<file path="src/hdl/bsr_pkg.sv">
// ----------------------------------------------------------------------------
// bsr_pkg
// Shared types, field widths, codes and parameter defaults of the bilinear
// RGB sampler.
// ----------------------------------------------------------------------------
package bsr_pkg;

	// fixed field widths
	localparam int COORD_BITS  = 16;
	localparam int IN_CH_BITS  = 8;
	localparam int OUT_CH_BITS = 8;
	localparam int CFG_BITS    = 9;

	// parameter defaults
	localparam int MAX_PIXELS_DEF   = 65536;
	localparam int FRAC_BITS_DEF    = 8;
	localparam int CHANNEL_BITS_DEF = 8;

	// register reset values
	localparam logic [CFG_BITS-1:0] IMAGE_WIDTH_RST  = 9'd256;
	localparam logic [CFG_BITS-1:0] IMAGE_HEIGHT_RST = 9'd256;

	// item command codes
	typedef enum logic {
		CMD_WRITE  = 1'b0,
		CMD_SAMPLE = 1'b1
	} cmd_t;

	// configuration register indexes
	typedef enum logic {
		REG_IMAGE_WIDTH  = 1'b0,
		REG_IMAGE_HEIGHT = 1'b1
	} reg_index_t;

	// one input item
	typedef struct packed {
		logic                  cmd;
		logic [COORD_BITS-1:0] x_pos;
		logic [COORD_BITS-1:0] y_pos;
		logic [IN_CH_BITS-1:0] red_in;
		logic [IN_CH_BITS-1:0] green_in;
		logic [IN_CH_BITS-1:0] blue_in;
	} in_item_t;

	// one result item
	typedef struct packed {
		logic [OUT_CH_BITS-1:0] red_out;
		logic [OUT_CH_BITS-1:0] green_out;
		logic [OUT_CH_BITS-1:0] blue_out;
		logic                   out_of_range;
	} out_item_t;

	// per-item control that travels down the pipeline
	typedef struct packed {
		logic valid;
		logic sample;
		logic wr;
		logic oor;
	} pipe_ctrl_t;

endpackage

</file>
<file path="src/hdl/bsr_blend.sv">
// ----------------------------------------------------------------------------
// bsr_blend
// Weighting stages 3 to 5: corner weights, per-channel products, rounded
// sum and the registered result.
// ----------------------------------------------------------------------------
module bsr_blend
	import bsr_pkg::*;
#(
	parameter int FRAC_BITS    = FRAC_BITS_DEF,
	parameter int CHANNEL_BITS = CHANNEL_BITS_DEF,
	localparam int PIX_BITS    = 3 * CHANNEL_BITS
) (
	input  logic                 clk,
	input  logic                 arst_n,
	input  pipe_ctrl_t           ctrl_s2,
	input  logic [FRAC_BITS-1:0] fx_s2,
	input  logic [FRAC_BITS-1:0] fy_s2,
	input  logic [PIX_BITS-1:0]  pix_tl_s3,
	input  logic [PIX_BITS-1:0]  pix_tr_s3,
	input  logic [PIX_BITS-1:0]  pix_bl_s3,
	input  logic [PIX_BITS-1:0]  pix_br_s3,
	output logic                 result_strobe,
	output out_item_t            result
);

	localparam int W_BITS = 2 * FRAC_BITS + 1;
	localparam int P_BITS = CHANNEL_BITS + W_BITS;
	localparam int S_BITS = P_BITS + 2;
	localparam logic [FRAC_BITS:0] ONE_FIX   = {1'b1, {FRAC_BITS{1'b0}}};
	localparam logic [S_BITS-1:0]  ROUND_ADD = S_BITS'(1) << (2 * FRAC_BITS - 1);

	logic [FRAC_BITS:0]  nfx, nfy, fx_ext, fy_ext;
	logic [PIX_BITS-1:0] pix_c [4];

	logic                valid_s3, oor_s3;
	logic [W_BITS-1:0]   w_s3 [4];
	logic                valid_s4, oor_s4;
	logic [P_BITS-1:0]   prod_s4 [3][4];
	logic [S_BITS-1:0]   sum_c [3];
	logic                result_strobe_s5;
	out_item_t           result_s5;

	// corner order: top-left, bottom-left, top-right, bottom-right
	assign pix_c[0] = pix_tl_s3;
	assign pix_c[1] = pix_bl_s3;
	assign pix_c[2] = pix_tr_s3;
	assign pix_c[3] = pix_br_s3;

	assign fx_ext = {1'b0, fx_s2};
	assign fy_ext = {1'b0, fy_s2};
	assign nfx    = ONE_FIX - fx_ext;
	assign nfy    = ONE_FIX - fy_ext;

	// stage 3: weights, lined up with the memory read
	always_ff @(posedge clk or negedge arst_n) begin
		if (!arst_n) begin
			valid_s3 <= 1'b0;
		end else begin
			valid_s3 <= ctrl_s2.valid && ctrl_s2.sample;
		end
	end

	always_ff @(posedge clk) begin
		oor_s3  <= ctrl_s2.oor;
		w_s3[0] <= W_BITS'(nfx) * W_BITS'(nfy);
		w_s3[1] <= W_BITS'(nfx) * W_BITS'(fy_ext);
		w_s3[2] <= W_BITS'(fx_ext) * W_BITS'(nfy);
		w_s3[3] <= W_BITS'(fx_ext) * W_BITS'(fy_ext);
	end

	// stage 4: pixel times weight, channel 0 is red in the top bits
	always_ff @(posedge clk or negedge arst_n) begin
		if (!arst_n) begin
			valid_s4 <= 1'b0;
		end else begin
			valid_s4 <= valid_s3;
		end
	end

	always_ff @(posedge clk) begin
		oor_s4 <= oor_s3;
	end

	for (genvar k = 0; k < 3; k++) begin : g_chan
		for (genvar c = 0; c < 4; c++) begin : g_corner
			always_ff @(posedge clk) begin
				prod_s4[k][c] <= P_BITS'(pix_c[c][(2 - k) * CHANNEL_BITS +: CHANNEL_BITS]) *
					P_BITS'(w_s3[c]);
			end
		end
		// rounded sum, halves up
		assign sum_c[k] = S_BITS'(prod_s4[k][0]) + S_BITS'(prod_s4[k][1]) +
			S_BITS'(prod_s4[k][2]) + S_BITS'(prod_s4[k][3]) + ROUND_ADD;
	end

	// stage 5: result register
	always_ff @(posedge clk or negedge arst_n) begin
		if (!arst_n) begin
			result_strobe_s5 <= 1'b0;
		end else begin
			result_strobe_s5 <= valid_s4;
		end
	end

	always_ff @(posedge clk) begin
		if (oor_s4) begin
			result_s5.red_out   <= '0;
			result_s5.green_out <= '0;
			result_s5.blue_out  <= '0;
		end else begin
			result_s5.red_out   <= sum_c[0][2 * FRAC_BITS +: OUT_CH_BITS];
			result_s5.green_out <= sum_c[1][2 * FRAC_BITS +: OUT_CH_BITS];
			result_s5.blue_out  <= sum_c[2][2 * FRAC_BITS +: OUT_CH_BITS];
		end
		result_s5.out_of_range <= oor_s4;
	end

	assign result_strobe = result_strobe_s5;
	assign result        = result_s5;

endmodule

</file>
<file path="config.mk">
export PLATFORM = sky130hd
export DESIGN_NAME = bsr_blend
export DESIGN_NICKNAME = d
export VERILOG_FILES = /design/src/hdl/bsr_pkg.sv /design/src/hdl/bsr_blend.sv
export SDC_FILE = /design/constraint.sdc
export NUM_CORES = 2
export LEC_CHECK = 0
export ABC_CLOCK_PERIOD_IN_PS = 5350
export BUFFER_PORTS_ARGS = -buffer_cell sky130_fd_sc_hd__buf_4
export CORE_MARGIN = 3
export CORE_UTILIZATION = 30
export CTS_BUF_LIST = sky130_fd_sc_hd__clkbuf_2
export DETAILED_ROUTE_END_ITERATION = 12
export PLACE_DENSITY = 0.52
export SLEW_MARGIN = 0
export SYNTH_ARGS = -nofsm -noshare
export SYNTH_HDL_FRONTEND = slang
export SYNTH_SLANG_ARGS = --single-unit
</file>
<file path="constraint.sdc">
create_clock -name clk -period 5.35 [get_ports clk]
set_clock_uncertainty 0.05 [all_clocks]
set_input_delay 0.8025 -clock clk [delete_from_list [all_inputs] [get_ports clk]]
set_output_delay 0.8025 -clock clk [all_outputs]
set_load 0.01 [all_outputs]
</file>
Word-level counts from Yosys, hierarchy flattened:

Memory sizes are Yosys's and may differ from the RTL's.
Cells that the tools add are included.

* add/sub/neg operators: 14
* multiply operators: 16
* divide/modulo/power cells: 0
* order comparisons: 0
* equal/unequal tests: 0
* shift-type cells: 0
* muxes and demuxes: 0
* bitwise operators: 0
* reductions and logical operators: 1

Operators by type and width (count)
* multiplier 8 x 17 -> 25 bit: 12
* adder 24 bit: 9
* adder 24 x 16 -> 24 bit, second input constant: 3
* subtractor 9 x 8 -> 9 bit, first input constant: 2
* multiplier 8 x 9 -> 17 bit: 1
* multiplier 9 x 8 -> 17 bit: 1
* multiplier 9 x 9 -> 17 bit: 1
* multiplier 8 x 8 -> 16 bit: 1
* logical AND 1 bit: 1

* register bits: 30
* bits in latches: 0
* RAM bits: 368
* bits in read-only memories: 0
* memories kept: 2

Memory list
* prod_s4: depth 3, bits a word 100, read ports 3, clocked after memory_dff 0, wr ports 3, line bsr_blend.sv:38 `logic [P_BITS-1:0] prod_s4 [3][4];`
* w_s3: depth 4, bits a word 17, read ports 4, clocked after memory_dff 0, wr ports 4, line bsr_blend.sv:36 `logic [W_BITS-1:0] w_s3 [4];`

Longest topological paths before layout:

An unclocked memory read counts as a cell.

* depth in word-level cells: 5
* mapped depth: 24

Worst setup path after synthesis:

OpenSTA, ideal clock, no wires.

* kind: in2reg
* start point: input port fx_s2[0]
* end point: memory w_s3[0][15] in the netlist's numbering
* setup time: 0.118 ns
* data arrival time: 5.817 ns
* required time: 5.182 ns
* slack: -0.635 ns
* stages: 23
* path through: inv_1 -> ha_1 -> nand2_1 -> or3_1 -> clkbuf_1 -> xor2_1 -> clkbuf_1 -> nand2_1 -> fa_1 -> inv_1 -> fa_1 -> ha_1 -> inv_1 -> fa_1 -> inv_1 -> ha_1 -> a21oi_1 -> nand2b_1 -> a21boi_0 -> o311a_1 -> or3_1 -> o311a_1 -> xor2_1

RTL lines
* start: declaration: line bsr_blend.sv:16 `input logic [FRAC_BITS-1:0] fx_s2,`
* end: declaration: line bsr_blend.sv:36

==> summary.md <==
| Metric | Value |
|---|---|
| Outcome | `finished, final reports clean` |
| # DRC | `0` |
| Initial antenna violation count | `38` |
| Cell row count | `178` |
| Vias per cell | `approximately 4.7` |
| Netlist cell types | `88` |
| Clock Path Buffers | `3` |
| Slowest stage delay, CP | `roughly 0.54 ns` |
| Post-synth EDFFs | `0` |
| Area taken by multi-input logic gates | `between 50,000 and 60,000 um2` |
| Gr usage total | `0.178` |
| Clock root buffer | `clkbuf_2` |
| Highest-count cells in the layout ignoring fill and taps | `inv_1 (1,358), fa_1 (1,355), and2_1 (1,176)` |
| WP data required | `6.50 ns` |
| Clock input transition at the sequential cells of the worst setup and hold paths | `~0.10 ns` |
| Detailed Route Iter0 Violations | `2,702` |
| I/O Buffers | `around 140` |
| First-pass GRT wire length | `338,000 um` |
| Synthesized area | `~71,000 um2` |
| Critical path launch point | `w_s3[2][3]` |
| Non-filler cells, final | `between 10,000 and 15,000` |
| Die W | `between 400 and 500 um` |
| Final slew viol count | `0` |
| H-tree depth | `3` |
| Total CTS buffers | `between 100 and 150` |
| Full die area | `244,000 um2` |
| Max Fclk | `193 MHz` |
| Worst path slowest cell | `o311ai_0` |
| Vias post-DR | `roughly 54,000` |
| GR Layer Usage met3 | `0.0310` |
| Post-DP HPWL | `179,000 um` |
| Crit path capture type | `flop` |
| RR Endpoint | `prod_s4[2][47]` |
| Dpl cells | `~11,000` |
| Starting Density | `0.303` |
| Yosys top cell area share | `0.380` |
| Worst reg2reg path startpoint | `w_s3[2][3]` |
| Setup TNS | `0 ns` |
| Most used DFF post-synth | `dfxtp_1` |
| Slew HR | `0.427` |
| CP Class | `flop to flop` |
| Storage cell area | `~7700 um2` |
| Vias in the first global route | `58,400` |
| TritonCTS clock tree | `done` |
| Latest clock arrival within the worst-skew pair | `between 1 and 1.5 ns` |
| Antenna viol nets, final | `0` |
| Synth-to-Final Area Change | `14.9%` |
| Max-cap viol count | `0` |
| Most used cell, CP | `fa_1` |
| Commonest non-fill, non-tap cell in the layout | `inv_1` |
| Worst min path class | `input port to flop` |
| Placed instance area | `approximately 80,000 um2` |
| WP data arrival | `between 6 and 7 ns` |
| Drt first pass iters | `6` |
| Yosys warnings | `0` |
| GRT busiest layer | `met2` |
| Startpoint types | `flop` |
| Final setup fails | `0` |
| Post-route minimum period | `5.17 ns` |
| Die Y | `494 um` |
| Crit share post-route | `0.966` |
| Met2 Use GR | `0.297` |
| Core Util, Final | `0.348` |
| Final Cell Area | `about 80,000 um2` |
| Synth Instances | `7,709` |
| IO Count | `about 140` |
| Syn avg cell area | `around 9.3 um2` |
| Layout Nets | `~11,000` |
| Worst hold path startpoint | `pix_br_s3[18]` |
| Yosys reg bits | `~380` |
| Crit Path Max Fanout | `24` |
| Global route total overflow | `0` |
| Cell taking the most area after synthesis | `fa_1` |
| Core ar. | `236,000 um2` |
| Critical path endpoint | `prod_s4[2][47]` |
| Placer congestion estimate | `approximately 0.89` |
| Worst Max-Slew Pin Slew | `between 0.8 and 0.9 ns` |
| GRT met1 Usage | `0.239` |
| Fill count | `roughly 24,000` |
| Reg2reg setup slack | `0.18 ns` |
| Worst-path cell chain | `buf_12 -> and2_1 -> fa_1 -> inv_1 -> fa_1 -> inv_1 -> fa_1 -> fa_1 -> ha_1 -> nand2_1 -> o21ai_1 -> o311ai_0 -> buf_4 -> nand3_1 -> buf_4 -> nand4_1 -> a21oi_1 -> a31oi_1 -> buf_4` |
| Synth top area cells | `fa_1 (38%), ha_1 (14%), dfxtp_1 (11%), and2_1 (10%), inv_1 (7.2%)` |
| FFs w/ async S/R, synth | `0.00785` |
| Length in cells of the worst reg-to-reg path | `19` |
| CTS sink cnt | `roughly 380` |
| Largest net degree at the start of global routing | `32` |
| Routed wire length per instance | `18.5 um` |
| Net Count, Synth | `approximately 10,000` |
| Post-synthesis sequential area ratio | `0.107` |
| Hold Vio Cnt, Final | `0` |
| Post-Route WL | `213,000 um` |
| Layout cells sized above 1 | `0.116` |
[kinds of logic after synthesis]
logic type	synth area share
simple gates	0.186
fa+ha+maj	0.518
buf+inv	0.0866
compound gates	0.0627
flops	0.107
xor+xnor	0.0387
mux	0.000700
[worst min-delay path by stage]
stage,endpoint,depth (start not counted)
CTS,prod_s4[2][48],6
global placement,oor_s4,0
detailed placement,oor_s4,0
finish,prod_s4[0][2],5
floorplan,oor_s4,0
global route,prod_s4[2][27],5
[layout make-up]
class                   count  share of cell area
repair buffers            776              0.0787
multi-input cells        5679               0.704
clock buffers             141             0.00859
well taps                3150              0.0480
clock inverters            39             0.00382
flip-flops and latches    382              0.0934
inverters                1363              0.0624
diodes                     24            0.000731
[sequential cells by signal, summed over array words and instances, names as in the netlist]
| register | cells |
|---|---|
| result | 25 |
| prod_s4 | 288 |
| valid_s4 | 1 |
| valid_s3 | 1 |
| oor_s4 | 1 |
| w_s3 | 64 |
| oor_s3 | 1 |
| result_strobe | 1 |
[what timing repair did]
action | CTS | global route
endpoints found under the setup margin | 1 | 21
buffers inserted | 0 | 5
pin swaps | 0 | 1
gates resized for setup | 1 | 10
hold buffers | 50 | 0
endpoints found under the hold margin | 53 | 0
[through the flow]
step | hold WS (ns) | setup slack (ns)
after global placement | 0.271 | -0.634
after CTS | 0.00124 | 0.0131
after global routing | 0.0454 | -0.0000377
after floorplan | 0.260 | -0.209
final | 0.231 | 0.181
after detailed placement | 0.265 | -0.657
[cells in the mapped netlist, types with 19 or more instances]
| cell type | count |
|---|---|
| nor3_1 | 78 |
| xnor2_1 | 264 |
| o21ai_0 | 106 |
| nor2_1 | 230 |
| nor4_1 | 19 |
| nand3_1 | 54 |
| clkbuf_1 | 279 |
| nand2_1 | 797 |
| nand2b_1 | 34 |
| nor2b_1 | 40 |
| a211oi_1 | 23 |
| and2_1 | 1176 |
| xor2_1 | 52 |
| a21oi_1 | 182 |
| or3_1 | 26 |
| dfxtp_1 | 379 |
| o21bai_1 | 24 |
| and3_1 | 25 |
| o21a_1 | 43 |
| a21o_1 | 81 |
| fa_1 | 1357 |
| ha_1 | 790 |
| o211ai_1 | 19 |
| inv_1 | 1363 |
| a31oi_1 | 19 |
[critical path: cells and delay by family (launching register included)]
family | cells | cell delay (ns)
adders and majority gates | 5 | 2.29
and+or+nand+nor | 4 | 0.48
buffers and inverters | 6 | 0.84
AOI/OAI and AO/OA | 4 | 0.96
DFF | 1 | 0.34
[layer usage]
metal / vias up / wire, um
met5: - / 92
met4: 14 / 5460
met3: 224 / 11700
met2: 1072 / 101000
met1: 27600 / 95500
li1: 24900 / -
Power is not shown: default switching activity piles up to over one toggle a cycle in this logic, so the estimate is an artifact.
