File: src/hdl/bsr_pkg.sv
// ----------------------------------------------------------------------------
// bsr_pkg
// Shared types, field widths, codes and parameter defaults of the bilinear
// RGB sampler.
// ----------------------------------------------------------------------------
package bsr_pkg;

	// fixed field widths
	localparam int COORD_BITS  = 16;
	localparam int IN_CH_BITS  = 8;
	localparam int OUT_CH_BITS = 8;
	localparam int CFG_BITS    = 9;

	// parameter defaults
	localparam int MAX_PIXELS_DEF   = 65536;
	localparam int FRAC_BITS_DEF    = 8;
	localparam int CHANNEL_BITS_DEF = 8;

	// register reset values
	localparam logic [CFG_BITS-1:0] IMAGE_WIDTH_RST  = 9'd256;
	localparam logic [CFG_BITS-1:0] IMAGE_HEIGHT_RST = 9'd256;

	// item command codes
	typedef enum logic {
		CMD_WRITE  = 1'b0,
		CMD_SAMPLE = 1'b1
	} cmd_t;

	// configuration register indexes
	typedef enum logic {
		REG_IMAGE_WIDTH  = 1'b0,
		REG_IMAGE_HEIGHT = 1'b1
	} reg_index_t;

	// one input item
	typedef struct packed {
		logic                  cmd;
		logic [COORD_BITS-1:0] x_pos;
		logic [COORD_BITS-1:0] y_pos;
		logic [IN_CH_BITS-1:0] red_in;
		logic [IN_CH_BITS-1:0] green_in;
		logic [IN_CH_BITS-1:0] blue_in;
	} in_item_t;

	// one result item
	typedef struct packed {
		logic [OUT_CH_BITS-1:0] red_out;
		logic [OUT_CH_BITS-1:0] green_out;
		logic [OUT_CH_BITS-1:0] blue_out;
		logic                   out_of_range;
	} out_item_t;

	// per-item control that travels down the pipeline
	typedef struct packed {
		logic valid;
		logic sample;
		logic wr;
		logic oor;
	} pipe_ctrl_t;

endpackage

File: src/hdl/bsr_addr.sv
// ----------------------------------------------------------------------------
// bsr_addr
// Address generation, stages 1 and 2: row * width product, linear address
// of the 2x2 neighbourhood, range checks for writes and samples.
// ----------------------------------------------------------------------------
module bsr_addr
	import bsr_pkg::*;
#(
	parameter int MAX_PIXELS   = MAX_PIXELS_DEF,
	parameter int FRAC_BITS    = FRAC_BITS_DEF,
	parameter int CHANNEL_BITS = CHANNEL_BITS_DEF,
	localparam int ADDR_BITS   = $clog2(MAX_PIXELS),
	localparam int PIX_BITS    = 3 * CHANNEL_BITS
) (
	input  logic                  clk,
	input  logic                  arst_n,
	input  logic                  accept,
	input  in_item_t              item,
	input  logic [CFG_BITS-1:0]   image_width,
	input  logic [CFG_BITS-1:0]   image_height,
	output pipe_ctrl_t            ctrl_s2,
	output logic [ADDR_BITS-1:0]  addr_tl_s2,
	output logic [ADDR_BITS-1:0]  addr_tr_s2,
	output logic [ADDR_BITS-1:0]  addr_bl_s2,
	output logic [ADDR_BITS-1:0]  addr_br_s2,
	output logic [FRAC_BITS-1:0]  fx_s2,
	output logic [FRAC_BITS-1:0]  fy_s2,
	output logic [PIX_BITS-1:0]   pix_s2
);

	// integer part keeps one spare bit so it never has zero width
	localparam int INT_BITS  = COORD_BITS - FRAC_BITS + 1;
	localparam int PROD_BITS = INT_BITS + CFG_BITS;
	localparam int SUM_BITS  = ((PROD_BITS + 2) > (ADDR_BITS + 1)) ?
		(PROD_BITS + 2) : (ADDR_BITS + 1);
	localparam logic [SUM_BITS-1:0] MAX_ADDR = SUM_BITS'(MAX_PIXELS);

	logic [INT_BITS-1:0]  col_in, row_in;
	logic [SUM_BITS-1:0]  col_ext, row_ext, width_ext, height_ext;

	logic                 valid_s1, cmd_s1;
	logic                 col_hi_s1, row_hi_s1, wr_ok_s1;
	logic [INT_BITS-1:0]  col_s1;
	logic [PROD_BITS-1:0] prod_s1;
	logic [FRAC_BITS-1:0] fx_s1, fy_s1;
	logic [PIX_BITS-1:0]  pix_s1;

	logic [SUM_BITS-1:0]  addr_a, addr_a1, addr_b, addr_b1;
	logic                 a_fits, br_fits;

	// split coordinates and widen for compares
	assign col_in     = INT_BITS'(item.x_pos >> FRAC_BITS);
	assign row_in     = INT_BITS'(item.y_pos >> FRAC_BITS);
	assign col_ext    = SUM_BITS'(col_in);
	assign row_ext    = SUM_BITS'(row_in);
	assign width_ext  = SUM_BITS'(image_width);
	assign height_ext = SUM_BITS'(image_height);

	// stage 1: row * width, edge checks
	always_ff @(posedge clk or negedge arst_n) begin
		if (!arst_n) begin
			valid_s1 <= 1'b0;
		end else begin
			valid_s1 <= accept;
		end
	end

	always_ff @(posedge clk) begin
		cmd_s1    <= item.cmd;
		col_s1    <= col_in;
		prod_s1   <= PROD_BITS'(row_in) * PROD_BITS'(image_width);
		fx_s1     <= item.x_pos[FRAC_BITS-1:0];
		fy_s1     <= item.y_pos[FRAC_BITS-1:0];
		pix_s1    <= {CHANNEL_BITS'(item.red_in), CHANNEL_BITS'(item.green_in),
			CHANNEL_BITS'(item.blue_in)};
		col_hi_s1 <= (col_ext + SUM_BITS'(1)) >= width_ext;
		row_hi_s1 <= (row_ext + SUM_BITS'(1)) >= height_ext;
		wr_ok_s1  <= (col_ext < width_ext) && (row_ext < height_ext);
	end

	// linear addresses of the four neighbours
	assign addr_a  = SUM_BITS'(prod_s1) + SUM_BITS'(col_s1);
	assign addr_a1 = addr_a + SUM_BITS'(1);
	assign addr_b  = addr_a + width_ext;
	assign addr_b1 = addr_b + SUM_BITS'(1);
	assign a_fits  = addr_a < MAX_ADDR;
	assign br_fits = addr_b1 < MAX_ADDR;

	// stage 2: final range decision
	always_ff @(posedge clk or negedge arst_n) begin
		if (!arst_n) begin
			ctrl_s2 <= '0;
		end else begin
			ctrl_s2.valid  <= valid_s1;
			ctrl_s2.sample <= valid_s1 && (cmd_s1 == CMD_SAMPLE);
			ctrl_s2.wr     <= valid_s1 && (cmd_s1 == CMD_WRITE) && wr_ok_s1 && a_fits;
			ctrl_s2.oor    <= col_hi_s1 || row_hi_s1 || !br_fits;
		end
	end

	always_ff @(posedge clk) begin
		addr_tl_s2 <= addr_a[ADDR_BITS-1:0];
		addr_tr_s2 <= addr_a1[ADDR_BITS-1:0];
		addr_bl_s2 <= addr_b[ADDR_BITS-1:0];
		addr_br_s2 <= addr_b1[ADDR_BITS-1:0];
		fx_s2      <= fx_s1;
		fy_s2      <= fy_s1;
		pix_s2     <= pix_s1;
	end

endmodule

File: config.mk
export PLATFORM = sky130hd
export DESIGN_NAME = bsr_addr
export DESIGN_NICKNAME = d
export VERILOG_FILES = /design/src/hdl/bsr_pkg.sv /design/src/hdl/bsr_addr.sv
export SDC_FILE = /design/constraint.sdc
export NUM_CORES = 1
export LEC_CHECK = 0
export ABC_AREA = 1
export BUFFER_PORTS_ARGS = -buffer_cell sky130_fd_sc_hd__buf_2
export CAP_MARGIN = 20
export CORE_MARGIN = 10
export CORE_UTILIZATION = 25
export CTS_CLUSTER_DIAMETER = 50
export DETAILED_ROUTE_END_ITERATION = 8
export GPL_TIMING_DRIVEN = 0
export SLEW_MARGIN = 5
export SYNTH_ARGS = -nofsm -noshare
export SYNTH_HDL_FRONTEND = slang
export SYNTH_SLANG_ARGS = --single-unit
File: constraint.sdc
create_clock -name clk -period 5.4 [get_ports clk]
set_input_delay 1.08 -clock clk [delete_from_list [all_inputs] [get_ports clk]]
set_output_delay 1.08 -clock clk [all_outputs]
set_load 0.02 [all_outputs]
# After elaboration in Yosys (flattened, before gate mapping)

Cells that the tools add are included.

Word-level logic and storage cells: 43
Output and inout port bits: 108
Input bits: 78
Flip-flop bits (word level): 178

Bitwise operators: 1
Order comparisons: 6
Add/sub/neg operators: 6
Reductions and logical operators: 8
Multiply operators: 1

Operators by type and width:

| kind                                                                    | count |
|---|---|
| 19-bit by 1-bit adder with 20-bit output (second input constant)        | 1 |
| 20-bit by 17-bit < comparator with 1-bit output (second input constant) | 1 |
| 18-bit by 9-bit adder with 19-bit output                                | 1 |
| 17-bit by 8-bit adder with 18-bit output                                | 1 |
| 8-bit by 1-bit adder with 9-bit output (second input constant)          | 2 |
| 9-bit >= comparator                                                     | 2 |
| 18-bit by 17-bit < comparator with 1-bit output (second input constant) | 1 |
| 8-bit by 9-bit < comparator with 1-bit output                           | 2 |
| 8-bit by 9-bit multiplier with 17-bit output                            | 1 |
| 16-bit by 1-bit adder with 16-bit output (second input constant)        | 1 |
| 1-bit logical AND                                                       | 5 |
| 1-bit logical OR                                                        | 2 |
| 1-bit zero test                                                         | 1 |
| 1-bit NOT                                                               | 1 |

# Longest topological paths before layout

Depth after elaboration: 6
Gate-level depth with buffers: 25
Depth with buffers taken out: 25

# Worst setup path before layout

Ideal clock, no wire load.

Path type: input port to flip-flop
From: input port item[36] (netlist bit)
To: register prod_s1[15]
Arrival time: 4945 ps
Setup slack: 382 ps
Stages: 21
Required time: 5328 ps
Buffers on the path: 1
Library setup time: 72 ps
Cell sequence: clkbuf_1 -> nand2_1 -> inv_1 -> fa_1 -> fa_1 -> inv_1 -> fa_1 -> fa_1 -> inv_1 -> ha_1 -> nand2_1 -> nand2_1 -> a31oi_1 -> o21ai_0 -> a21oi_1 -> inv_1 -> nand2_1 -> nand2_1 -> a21o_1 -> a21oi_1 -> xnor2_1

Cells in the longest elaborated chain, start to end: 1

RTL lines:

| what                                         | RTL line       | text |
|---|---|---|
| start, declared                              | bsr_addr.sv:18 | `input in_item_t item,` |
| 8-bit by 9-bit multiplier with 17-bit output | bsr_addr.sv:71 | `prod_s1 <= PROD_BITS'(row_in) * PROD_BITS'(image_width);` |
| end signal, assigned                         | bsr_addr.sv:71 |  |
| end, declared                                | bsr_addr.sv:44 | `logic [PROD_BITS-1:0] prod_s1;` |

No other way between the ends.

# Worst setup path in the final report

From: input port item[34] (netlist bit)
To: register prod_s1[15]

Same word-level chain as after synthesis.

==> results.txt <==
Status: completed
CP endpoint kind: register
Final count of negative-setup-slack endpoints: 0
Initial DRT Pass Iterations: 4
RSZ-0062 raised after global routing: no
Post-DP HPWL: 19.5 mm
Grt ovf: 0
Internal power: 3.34 mW
RR Endpoint: ctrl_s2[0]$_DFF_PN0_
Top FF cell, synth: dfxtp_1
Final Max Tran Viols: 0
Via Count: 6,925
Worst Path Arrival: 5.44 ns
Synthesized instance count: 1,043
DIE AREA: 45,000 um^2
Power Dens Cells: 527 nW/um^2
Vias in the first global route: 7,180
Die width: 212 um
Port Buffers: 185
Combinational Power Share: 50.1%
Post-DR wirelength/cell: 13.4 um
Psw: 2.61 mW
Clock Latency Late Sink: 0.43 ns
Area contributors post-synth: dfxtp_1, ha_1, fa_1
Clk root buf: clkbuf_16
CTS tree: built
Post-synthesis mux area share: 0%
Post-Synthesis Net Count: 1,259
YS warnings: 0
Synthesized area per cell: 8.85 um^2
Async SR Flop Fraction: 2.81%
Share of layout cells above drive strength 1: 23.2%
TritonCTS Buffers: 17
DP Area: 10,700 um^2
CTS sink cnt: 178
Critical-path maximum fanout: 10
Hold Path Class: reg2reg
Worst setup path startpoint: item[34]
Reg2reg setup slack: 1.44 ns
Clock buffer depth: 2
Max_slew headroom: 57.0%
DRT antenna net count: 0
Seq/Total Area, Yosys: 38.9%
Sum of negative setup slack: 0 ns
Post-synth cell types: 43
XOR/XNOR share of the synthesized area: 5.10%
CTS Hold Buffers Added: 0
Fin crit period: 5.09 ns
Fin crit share: 94.3%
Clk_skew: 0.0113 ns
Worst reg2reg path depth: 21
Reg2reg start: col_s1[0]$_DFF_P_
Switching Share: 43.8%
Slew @ Worst Pin: 0.645 ns
Final GP Congestion: 0.800
Synth Area in Adders: 22.3%
Critical Path Start Type: input pin
Area leader, netlist: dfxtp_1
Initial antenna violation count: 1
Total setup buffers inserted after CTS: 0
Final instance area: 11,300 um^2
Post-layout util: 30.9%
Crit Path Class: in2reg
Pleak: 6.09 nW
Synth top cells by count: nand2_1, inv_1, dfxtp_1
First-pass GRT wire length: 36.3 mm
Post-synth EDFFs: 0
Sequential Power Share: 30.1%
Area Growth Syn to Fin: 22.3%
Core box area: 36,500 um^2
Peak Freq: 196 MHz
Synth Area in Simple Gates: 20.0%
Pin count of the biggest net entering global routing: 17
WL final: 23.1 mm
Most frequent cell after synthesis: nand2_1
Worst IR Drop VDD: 0.000298 V
CTS H-Tree Depth: 4
Netlist Area Pre-Place: 9230 um^2
Flops & latches, synth: 178
Largest family of logic cells by synthesized area: adder cells
Starting density of the core: 25.3%
Fin cells: 1,724
Max Cap Viol: 0
Setup crit end: prod_s1[15]$_DFF_P_
Post-synthesis compound-gate area fraction: 4.18%
Num rows: 70
Post-synth top area share: 37.5%
Die height: 212 um
Final-report hold violation count: 0
Clock share of power: 19.8%
Drc violations: 0
GRT Util Overall: 10.2%
Nets: 1,458
Routed vias/inst: 4.02
Placed cells: 1,696
Initial drt markers: 339
# IOs: 186
Design Power: 5.95 mW
Critical Path RT: 5.75 ns
Clock transition at path regs: 0.06 ns
-- sequential cells by signal, indices dropped and copies added (netlist names) --
signal and flops:
addr_bl_s2 16, addr_br_s2 16, addr_tl_s2 16, addr_tr_s2 16
cmd_s1 1, col_hi_s1 1, col_s1 8, ctrl_s2 4
fx_s1 8, fx_s2 8, fy_s1 8, fy_s2 8
pix_s1 24, pix_s2 24, prod_s1 17, row_hi_s1 1
valid_s1 1, wr_ok_s1 1
-- per-layer routing --
metal | global-route usage [%] | vias to the layer above | routed length (um)
met1 | 11.9 | 3126 | 10200
li1 | - | 3577 | -
met2 | 17.8 | 189 | 10900
met3 | 2.34 | 33 | 1490
met5 | 0 | - | 0
met4 | 3.82 | 0 | 478
-- placed cells by master, fill, tap and decap left out, types with 3 or more instances in the layout --
| cell type | instances |
|---|---|
| nand2_1 | 213 |
| inv_1 | 206 |
| buf_2 | 185 |
| dfxtp_1 | 173 |
| ha_1 | 94 |
| fa_1 | 44 |
| nor2_1 | 41 |
| nand3_1 | 39 |
| xor2_1 | 39 |
| a21oi_1 | 32 |
| nand2_2 | 19 |
| clkbuf_16 | 17 |
| clkbuf_1 | 13 |
| nand4_1 | 13 |
| inv_2 | 11 |
| nor2_2 | 11 |
| xnor2_1 | 11 |
| o21bai_1 | 10 |
| nand3_2 | 8 |
| nand2_4 | 8 |
| o21ai_0 | 8 |
| nand3b_1 | 5 |
| dfrtp_1 | 5 |
| nor2_4 | 4 |
| clkinvlp_4 | 4 |
| clkbuf_2 | 3 |
| nor3_2 | 3 |
| o21ai_1 | 3 |
| nor4_1 | 3 |
-- critical path, cell delays in order --
cell and delay (ns):
buf_2 0.12, clkbuf_1 0.28, nand2_1 0.16, inv_1 0.06
fa_1 0.39, fa_1 0.55, inv_1 0.05, fa_1 0.46
fa_1 0.54, inv_1 0.04, ha_1 0.33, nand2_1 0.08
nand2_1 0.04, a31oi_1 0.28, o21ai_0 0.20, a21oi_1 0.15
inv_1 0.05, nand2_1 0.05, nand2_1 0.07, a21o_1 0.16
a21oi_1 0.14, xnor2_1 0.13
-- area by class of cell --
class | instances | area (um^2)
antenna | 1 | 2.50
clock buffer | 23 | 468
buffer | 12 | 48.8
sequential | 178 | 3590
fill | 3819 | 25200
inverter | 217 | 815
clock inverter | 9 | 95.1
multi-input combinational | 631 | 4760
tap | 468 | 586
timing repair buffer | 185 | 926
-- cells by family after synthesis --
| family | Yosys count |
|---|---|
| simple gates | 377 |
| buf+inv | 234 |
| flops | 178 |
| fa+ha+maj | 138 |
| compound gates | 64 |
| xor+xnor | 52 |
-- power groups by stage --
stage | registers (mW) | clock network (mW) | logic (mW)
floorplan | 2.13 | 0 | 1.91
global placement | 1.82 | 0 | 2.98
detailed placement | 1.82 | 0 | 3.02
CTS | 1.80 | 1.21 | 3.03
global route | 1.82 | 1.27 | 3.38
finish | 1.79 | 1.18 | 2.98
-- metrics by stage --
step	setup slack [ns]	hold slack (ns)
3_5_place_dp	-0.271	0.312
2_1_floorplan	0.382	0.310
3_3_place_gp	-0.224	0.310
4_1_cts	0.197	0.327
6_report	0.309	0.327
5_1_grt	0.0123	0.331
-- worst min-delay path by stage --
stage / from / to / slack, ns / depth (start not counted)
2_1_floorplan: fx_s1[0]$_DFF_P_ / fx_s2[0]$_DFF_P_ / 0.31 / 0
3_3_place_gp: pix_s1[1]$_DFF_P_ / pix_s2[1]$_DFF_P_ / 0.31 / 0
3_5_place_dp: pix_s1[10]$_DFF_P_ / pix_s2[10]$_DFF_P_ / 0.31 / 0
4_1_cts: pix_s1[1]$_DFF_P_ / pix_s2[1]$_DFF_P_ / 0.33 / 0
5_1_grt: fy_s1[1]$_DFF_P_ / fy_s2[1]$_DFF_P_ / 0.33 / 0
6_report: pix_s1[1]$_DFF_P_ / pix_s2[1]$_DFF_P_ / 0.33 / 0
-- repair_timing --
action,in CTS,in global routing
hold endpoints to repair,0,0
gates resized for setup,0,6
endpoints found under the setup margin,0,2
Power figures use the tool's default switching activity.
